[src/sv/slab_slot_bitmap_allocator_defines.svh]
// assertion macros for the slab slot bitmap allocator
`ifndef SLAB_SLOT_BITMAP_ALLOCATOR_DEFINES_SVH
`define SLAB_SLOT_BITMAP_ALLOCATOR_DEFINES_SVH

// same-cycle implication, checked out of reset
`define SSBA_ASSERT_NOW(lbl, ante, cons, msg) \
  lbl: assert property (@(posedge clk_i) disable iff (!rst_ni) (ante) |-> (cons)) \
    else $error(msg);

// next-cycle implication, checked out of reset
`define SSBA_ASSERT_NEXT(lbl, ante, cons, msg) \
  lbl: assert property (@(posedge clk_i) disable iff (!rst_ni) (ante) |=> (cons)) \
    else $error(msg);

`endif

[src/sv/ssba_pkg.sv]
// shared types, constants and helpers of the slab slot bitmap allocator
`timescale 1ns / 1ps
`default_nettype none

package ssba_pkg;

  localparam int MAX_SLOTS  = 256;
  localparam int WORD_BITS  = 32;
  localparam int WORD_COUNT = (MAX_SLOTS + WORD_BITS - 1) / WORD_BITS;
  localparam int WORD_IDX_W = (WORD_COUNT > 1) ? $clog2(WORD_COUNT) : 1;
  localparam int BIT_IDX_W  = $clog2(WORD_BITS);
  localparam int SLOT_W     = 8;
  localparam int COUNT_W    = 9;
  localparam int CMD_W      = 2;
  localparam int STATUS_W   = 2;
  localparam int APB_ADDR_W = 3;
  localparam int APB_DATA_W = 32;

  localparam logic [COUNT_W-1:0] SLOT_COUNT_RESET = COUNT_W'(256);
  localparam logic [COUNT_W-1:0] MAX_SLOTS_C      = COUNT_W'(MAX_SLOTS);

  // register index taken from the word address
  typedef enum logic {
    REG_SLOT_COUNT = 1'b0
  } reg_idx_e;

  typedef enum logic [CMD_W-1:0] {
    CMD_ALLOC = 2'd0,
    CMD_FREE  = 2'd1,
    CMD_CLEAR = 2'd2
  } cmd_e;

  typedef enum logic [STATUS_W-1:0] {
    ST_OK    = 2'd0,
    ST_FULL  = 2'd1,
    ST_RANGE = 2'd2
  } status_e;

  typedef enum logic [1:0] {
    S_IDLE,
    S_READ,
    S_MOD
  } state_e;

  typedef struct packed {
    logic [CMD_W-1:0]  command;
    logic [SLOT_W-1:0] slot_index;
  } in_t;

  typedef struct packed {
    logic [SLOT_W-1:0]   slot;
    logic [STATUS_W-1:0] status;
  } out_t;

  // requests from the controller to the bitmap store
  typedef struct packed {
    logic                  rd_en;
    logic [WORD_IDX_W-1:0] rd_addr;
    logic                  wr_en;
    logic [WORD_IDX_W-1:0] wr_addr;
    logic [WORD_BITS-1:0]  wr_data;
    logic                  clr;
  } store_req_t;

  typedef struct packed {
    logic                 any;
    logic [BIT_IDX_W-1:0] pos;
  } ffz_t;

  // lowest zero bit of a bitmap word
  function automatic ffz_t find_first_zero(input logic [WORD_BITS-1:0] word);
    ffz_t r;
    r.any = 1'b0;
    r.pos = '0;
    for (int b = WORD_BITS - 1; b >= 0; b--) begin
      if (!word[b]) begin
        r.any = 1'b1;
        r.pos = BIT_IDX_W'(b);
      end
    end
    return r;
  endfunction

endpackage

`default_nettype wire

[src/sv/ssba_store.sv]
// bitmap word memory with per-word valid and full flags
`timescale 1ns / 1ps
`default_nettype none

module ssba_store (
  input  wire logic                                     clk_i,
  input  wire logic                                     rst_ni,
  input  wire ssba_pkg::store_req_t                     req_i,
  output logic [ssba_pkg::WORD_BITS-1:0]                rd_data_o,
  output logic [ssba_pkg::WORD_COUNT-1:0]               full_o
);
  import ssba_pkg::*;

  logic [WORD_BITS-1:0]  mem_q [WORD_COUNT];
  logic [WORD_BITS-1:0]  rd_data_q;
  logic                  rd_vld_q;
  logic [WORD_COUNT-1:0] word_vld_q;
  logic [WORD_COUNT-1:0] full_q;

  // word storage, one write and one registered read per cycle
  always_ff @(posedge clk_i) begin
    if (req_i.wr_en) begin
      mem_q[req_i.wr_addr] <= req_i.wr_data;
    end
    if (req_i.rd_en) begin
      rd_data_q <= mem_q[req_i.rd_addr];
    end
  end

  // valid and full flags, cleared at once by reset or the clear command
  always_ff @(posedge clk_i or negedge rst_ni) begin
    if (!rst_ni) begin
      word_vld_q <= '0;
      full_q     <= '0;
      rd_vld_q   <= 1'b0;
    end else begin
      if (req_i.rd_en) begin
        rd_vld_q <= word_vld_q[req_i.rd_addr];
      end
      if (req_i.clr) begin
        word_vld_q <= '0;
        full_q     <= '0;
      end else if (req_i.wr_en) begin
        word_vld_q[req_i.wr_addr] <= 1'b1;
        full_q[req_i.wr_addr]     <= &req_i.wr_data;
      end
    end
  end

  // a word never written reads as all free
  assign rd_data_o = rd_vld_q ? rd_data_q : '0;
  assign full_o    = full_q;

endmodule

`default_nettype wire

[src/sv/slab_slot_bitmap_allocator.sv]
// Slab slot bitmap allocator: one result per command, state held in a word memory.
// A command passes a read step, then a modify/write step, and its result is registered at the output.
// A new command is taken only after the previous one has finished its read-modify-write of one memory word.
// A full-word summary picks the word to scan, so allocate reads only one word.
// Reset: per-word valid flags mark the bitmap empty at once; no clearing pass.
`timescale 1ns / 1ps
`default_nettype none
`include "slab_slot_bitmap_allocator_defines.svh"

module slab_slot_bitmap_allocator (
  input  wire logic                              clk_i,
  input  wire logic                              rst_ni,
  input  wire logic                              in_valid_i,
  output logic                                   in_ready_o,
  input  wire ssba_pkg::in_t                     in_data_i,
  output logic                                   out_valid_o,
  input  wire logic                              out_ready_i,
  output ssba_pkg::out_t                         out_data_o,
  input  wire logic                              psel,
  input  wire logic                              penable,
  input  wire logic                              pwrite,
  input  wire logic [ssba_pkg::APB_ADDR_W-1:0]   paddr,
  input  wire logic [ssba_pkg::APB_DATA_W-1:0]   pwdata,
  output logic [ssba_pkg::APB_DATA_W-1:0]        prdata,
  output logic                                   pready
);
  import ssba_pkg::*;

  state_e                state_q, state_d;
  logic [CMD_W-1:0]      cmd_q;
  logic [SLOT_W-1:0]     idx_q;
  logic [WORD_IDX_W-1:0] word_q;
  logic                  found_q;
  logic                  out_valid_q;
  out_t                  out_data_q;
  out_t                  res;
  logic [COUNT_W-1:0]    slot_count_q;
  logic [COUNT_W-1:0]    eff_count;

  store_req_t            store_req;
  logic [WORD_BITS-1:0]  rd_data;
  logic [WORD_COUNT-1:0] word_full;

  logic [WORD_COUNT-1:0] cand;
  logic [WORD_IDX_W-1:0] sel_word;
  logic                  sel_found;
  ffz_t                  ffz;
  logic [SLOT_W-1:0]     alloc_slot;
  logic                  alloc_ok;
  logic                  free_ok;
  logic [BIT_IDX_W-1:0]  bit_pos;
  logic [WORD_BITS-1:0]  bit_mask;
  logic                  in_xfer;
  logic                  done;
  logic                  cfg_wr;

  ssba_store u_store (
    .clk_i     (clk_i),
    .rst_ni    (rst_ni),
    .req_i     (store_req),
    .rd_data_o (rd_data),
    .full_o    (word_full)
  );

  // configuration register
  assign pready = 1'b1;
  assign cfg_wr = psel && penable && pwrite && (paddr[2] == REG_SLOT_COUNT);

  always_ff @(posedge clk_i or negedge rst_ni) begin
    if (!rst_ni) begin
      slot_count_q <= SLOT_COUNT_RESET;
    end else if (cfg_wr) begin
      slot_count_q <= pwdata[COUNT_W-1:0];
    end
  end

  assign prdata = (paddr[2] == REG_SLOT_COUNT) ? APB_DATA_W'(slot_count_q) : '0;

  // usable count, clamped to the slab size
  assign eff_count = (slot_count_q > MAX_SLOTS_C) ? MAX_SLOTS_C : slot_count_q;

  // lowest word that starts below the count and is not full
  always_comb begin
    sel_word  = '0;
    sel_found = 1'b0;
    for (int w = 0; w < WORD_COUNT; w++) begin
      cand[w] = (COUNT_W'(w * WORD_BITS) < eff_count) && !word_full[w];
    end
    for (int w = WORD_COUNT - 1; w >= 0; w--) begin
      if (cand[w]) begin
        sel_word  = WORD_IDX_W'(w);
        sel_found = 1'b1;
      end
    end
  end

  // modify stage: bit search and range checks on the word read back
  assign ffz        = find_first_zero(rd_data);
  assign alloc_slot = SLOT_W'({word_q, ffz.pos});
  assign alloc_ok   = found_q && ffz.any && (COUNT_W'(alloc_slot) < eff_count);
  assign free_ok    = COUNT_W'(idx_q) < eff_count;
  assign bit_pos    = (cmd_q == CMD_ALLOC) ? ffz.pos : idx_q[BIT_IDX_W-1:0];
  assign bit_mask   = WORD_BITS'(1) << bit_pos;

  assign in_ready_o = (state_q == S_IDLE);
  assign in_xfer    = in_valid_i && in_ready_o;
  assign done       = (state_q == S_MOD) && (!out_valid_q || out_ready_i);

  // next state
  always_comb begin
    state_d = state_q;
    unique case (state_q)
      S_IDLE: begin
        if (in_xfer) state_d = S_READ;
      end
      S_READ: begin
        state_d = S_MOD;
      end
      S_MOD: begin
        if (done) state_d = S_IDLE;
      end
      default: begin
        state_d = S_IDLE;
      end
    endcase
  end

  // store requests and result
  always_comb begin
    store_req         = '0;
    store_req.wr_addr = word_q;
    res.slot          = '0;
    res.status        = ST_OK;
    unique case (state_q)
      S_READ: begin
        store_req.rd_en   = 1'b1;
        store_req.rd_addr = (cmd_q == CMD_ALLOC) ? sel_word
                                                 : idx_q[SLOT_W-1 -: WORD_IDX_W];
      end
      S_MOD: begin
        case (cmd_q)
          CMD_ALLOC: begin
            if (alloc_ok) begin
              res.slot          = alloc_slot;
              store_req.wr_en   = done;
              store_req.wr_data = rd_data | bit_mask;
            end else begin
              res.status = ST_FULL;
            end
          end
          CMD_FREE: begin
            if (free_ok) begin
              store_req.wr_en   = done;
              store_req.wr_data = rd_data & ~bit_mask;
            end else begin
              res.status = ST_RANGE;
            end
          end
          CMD_CLEAR: begin
            store_req.clr = done;
          end
          default: begin
          end
        endcase
      end
      default: begin
      end
    endcase
  end

  // command and scan registers
  always_ff @(posedge clk_i or negedge rst_ni) begin
    if (!rst_ni) begin
      state_q <= S_IDLE;
    end else begin
      state_q <= state_d;
    end
  end

  always_ff @(posedge clk_i) begin
    if (in_xfer) begin
      cmd_q <= in_data_i.command;
      idx_q <= in_data_i.slot_index;
    end
    if (state_q == S_READ) begin
      word_q  <= (cmd_q == CMD_ALLOC) ? sel_word : idx_q[SLOT_W-1 -: WORD_IDX_W];
      found_q <= sel_found;
    end
  end

  // output register
  always_ff @(posedge clk_i or negedge rst_ni) begin
    if (!rst_ni) begin
      out_valid_q <= 1'b0;
    end else if (done) begin
      out_valid_q <= 1'b1;
    end else if (out_ready_i) begin
      out_valid_q <= 1'b0;
    end
  end

  always_ff @(posedge clk_i) begin
    if (done) begin
      out_data_q <= res;
    end
  end

  assign out_valid_o = out_valid_q;
  assign out_data_o  = out_data_q;

  // checks
  `SSBA_ASSERT_NOW(a_alloc_in_range,
    out_valid_q && (out_data_q.status == ST_OK) && (out_data_q.slot != '0),
    COUNT_W'(out_data_q.slot) < eff_count, "allocated slot at or above slot count")
  `SSBA_ASSERT_NOW(a_write_in_mod,
    store_req.wr_en || store_req.clr, state_q == S_MOD, "store written outside modify step")
  `SSBA_ASSERT_NOW(a_read_in_read,
    store_req.rd_en, state_q == S_READ, "store read outside read step")
  `SSBA_ASSERT_NEXT(a_result_follows,
    done, out_valid_q && (state_q == S_IDLE), "finished command did not post a result")

endmodule

`default_nettype wire
[config.mk]
export PLATFORM = sky130hd
export DESIGN_NAME = slab_slot_bitmap_allocator
export DESIGN_NICKNAME = d
export VERILOG_FILES = /design/src/sv/ssba_pkg.sv /design/src/sv/ssba_store.sv /design/src/sv/slab_slot_bitmap_allocator.sv
export VERILOG_INCLUDE_DIRS = /design/src /design/src/sv
export SDC_FILE = /design/constraint.sdc
export NUM_CORES = 1
export LEC_CHECK = 0
export ABC_CLOCK_PERIOD_IN_PS = 14600
export BUFFER_PORTS_ARGS = -buffer_cell sky130_fd_sc_hd__buf_2
export CORE_MARGIN = 2
export CORE_UTILIZATION = 50
export CTS_CLUSTER_SIZE = 8
export DETAILED_ROUTE_END_ITERATION = 10
export PLACE_DENSITY = 0.69
export REMOVE_ABC_BUFFERS = 1
export SLEW_MARGIN = 20
export SYNTH_ARGS = -nofsm -noshare
export SYNTH_HDL_FRONTEND = slang
export SYNTH_SLANG_ARGS = --single-unit
export TNS_END_PERCENT = 100
[constraint.sdc]
create_clock -name clk_i -period 14.6 [get_ports clk_i]
set_clock_uncertainty 0.2 [all_clocks]
set_input_delay 4.38 -clock clk_i [delete_from_list [all_inputs] [get_ports clk_i]]
set_output_delay 4.38 -clock clk_i [all_outputs]
set_load 0.01 [all_outputs]
==> impl_metrics.toml <==
[outcome]
outcome = "completed"

[cells_and_area]
final_layout_size_suffix_gt1_share_pct = 17.4
layoutNonFillerInstCount = 1652
design_area_sq_um = 17600
diodes = 0
fin_nets = 1313
syn2layout_area_growth_pct = 12.6

[global_route]
grt_antenna_before_repair = 0
overflow = 0
grt_use_total_pct = 24.1
grt_pass1_vias = 10500
grt_pass1_wl_um = 61200
grt_max_degree = 69

[clock_tree]
clk_root_buffer_cell = "clkbuf_16"
insertion_delay_ps = 540
hold_buffers = 0
clk_pin_slew_worst_paths_ps = 50
ctsResizeCount = 0
cts.sinks = 341
h-tree-depth = 2
postCtsSetupBuffers = 0
cts_made_buffers = 48
cts_tree = "done"
clockBufferDepth = 3

[logic_synthesis]
synth_edf_count = 312
synth_xor_area_share_pct = 0
synth_top_cell_by_area = "edfxtp_1"
synthSimpleGateAreaFrac_pct = 10.0
netlist_instances = 1191
ys.flop_type = "edfxtp_1"
synth_compound_area_share_pct = 14.9
syn_avg_cell_area_sq_um = 13.1
ys_ff_latch = 341
yosysMostFrequentCell = "edfxtp_1"
synthAdderAreaFrac_pct = 1.19
synth_area_leaders = "edfxtp_1 60%, dfrtp_1 4.5%, nand2_1 3.5%"
synthTopCellsByCount = "312 x edfxtp_1, 144 x nand2_1, 68 x a21oi_1, 53 x o21ai_0, 52 x nor2_1"
yosysTopAreaCellShare_pct = 60.0
async_flop_share_pct = 8.50
syn_area_sq_um = 15600
synth_mux_area_share_pct = 5.79
ys_warn_count = 0
yosysSeqAreaShare_pct = 64.7
synth_top_family_by_area = "compound AO/OA/AOI/OAI gates"
synth_cell_types = 82

[detailed_routing]
wl_met1_um = 16800
wl_met3_um = 2740
viasPerCell = 6.35
routed.top_layer = "met4"
wire_per_inst_um = 23.9
routed_wl_um = 39400
drtIter0Drc = 1266
num_vias = 10500
first_pass_iters = 6
drt.antenna.violating_nets = 0
dr_wl_met2_um = 18700
post-route-drc-count = 0

[die]
start_util_pct = 50.9
die_area_sq_um = 32700
row_count = 64
die-width_um = 181
io_pins = 97
core_sq_um = 30700
fp.dieH_um = 181

[worst_setup_path]
rrSetupSlack_ps = 8790
crit_type = "input pin to output port"
r2r-end = "u_store.full_o[2]$_DFFE_PN0P_"
cp_max_fo = 10
cp-end-kind = "output port"
crit_required_ps = 10020
worstRegToRegCells = 17
cp.arrival_ps = 4790
r2r_start = "u_store.rd_vld_q$_DFFE_PN0N_"
startpoint_type = "input pin"

[sta]
fin_crit_ps = 9370
worst_slew_margin_rel_pct = 29.7
max_freq_ghz = 0.107
slew_violations = 0
setup_violations = 0
worst_pin_slew_ps = 1050
hold_viol_final = 0
rsz0062_at_grt = "false"
fin_crit_sh_pct = 64.2
fin_setup_tns_ps = 0

[placed_design]
hpwl_um = 25200
dp.cells = 1593
io_buffer_count = 47
gp_congestion = 1.02
placed_cell_area_sq_um = 16300

[pwr]
peakVddDrop_mv = 0.0788
powerDensity_nw_per_um2 = 149
cellLeakagePower_nw = 6.25

[min_path]
min_path_cells = 1
min_to = "u_store.word_vld_q[4]$_DFFE_PN0P_"
hold_start = "u_store.word_vld_q[4]$_DFFE_PN0P_"
hp-class = "flip-flop to flip-flop"

[run]
maxCapViolations = 0
per-layer routing:
layer	up-vias	global-route usage (%)
li1	4702	-
met5	-	0
met3	83	3.61
met1	5241	33.9
met4	0	8.06
met2	456	38.6
state kept, by name (all words and copies together), names as in the netlist:
name and flops:
slot_count_q 9, u_store.word_vld_q 8, u_store.rd_data_q 32, out_valid_o 1, cmd_q 2, state_q 2
u_store.full_o 8, u_store.mem_q 256, found_q 1, u_store.rd_vld_q 1, idx_q 8, word_q 3
out_data_o 10
per-stage QoR:
stage	utilization (%)	worst slack, ps	power, W	hold WS [ps]
after global routing	57.3	5150	0.00273	306
after CTS	57.3	5220	0.00263	286
after floorplan	-	5460	0.00150	259
after detailed placement	53.1	5220	0.00168	275
final	57.3	5230	0.00262	286
after global placement	53.1	5250	0.00167	267
cells in the final DEF, fill, tap and decap left out, types with 27 or more instances in the layout:
cell type / n
edfxtp_1: 312
nand2_1: 143
a21oi_1: 67
o21ai_0: 53
clkbuf_16: 48
buf_2: 47
nor2_1: 44
mux2_2: 43
mux2i_1: 42
a32o_1: 34
a221o_1: 32
dfrtp_1: 28
buf_4: 28
nand3_1: 27
how the worst max path moves through the flow:
stage / end / startpoint / cells after the start
after floorplan: prdata[0] / paddr[2] / 1
after global placement: prdata[7] / paddr[2] / 3
after detailed placement: prdata[4] / paddr[2] / 3
after CTS: prdata[4] / paddr[2] / 3
after global routing: prdata[2] / paddr[2] / 3
final: prdata[4] / paddr[2] / 3
cell families after synthesis:
logic type,Yosys count
DFF,341
and+or+nand+nor,327
AOI/OAI and AO/OA,311
buffers and inverters,110
muxes,85
adders and majority gates,15
other,2
critical path, cell delays in order:
cell and delay (ps):
buf_2 150, nor2b_1 120, buf_2 140
layout make-up:
type | count | area (sq um)
repair buffers | 75 | 445
clock buffers | 57 | 1240
clock inverters | 2 | 25.0
multi-input cells | 762 | 5190
flip-flops and latches | 341 | 10100
inverters | 19 | 71.3
fillers | 2434 | 13100
well taps | 396 | 495
power breakdown:
group	leakage (nW)	internal (W)	switching [W]
clock	0.620	0.000587	0.000365
combinational	2.35	0.000156	0.000325
sequential	3.28	0.00113	0.0000602
No activity file was read; power rests on OpenSTA's default activity.
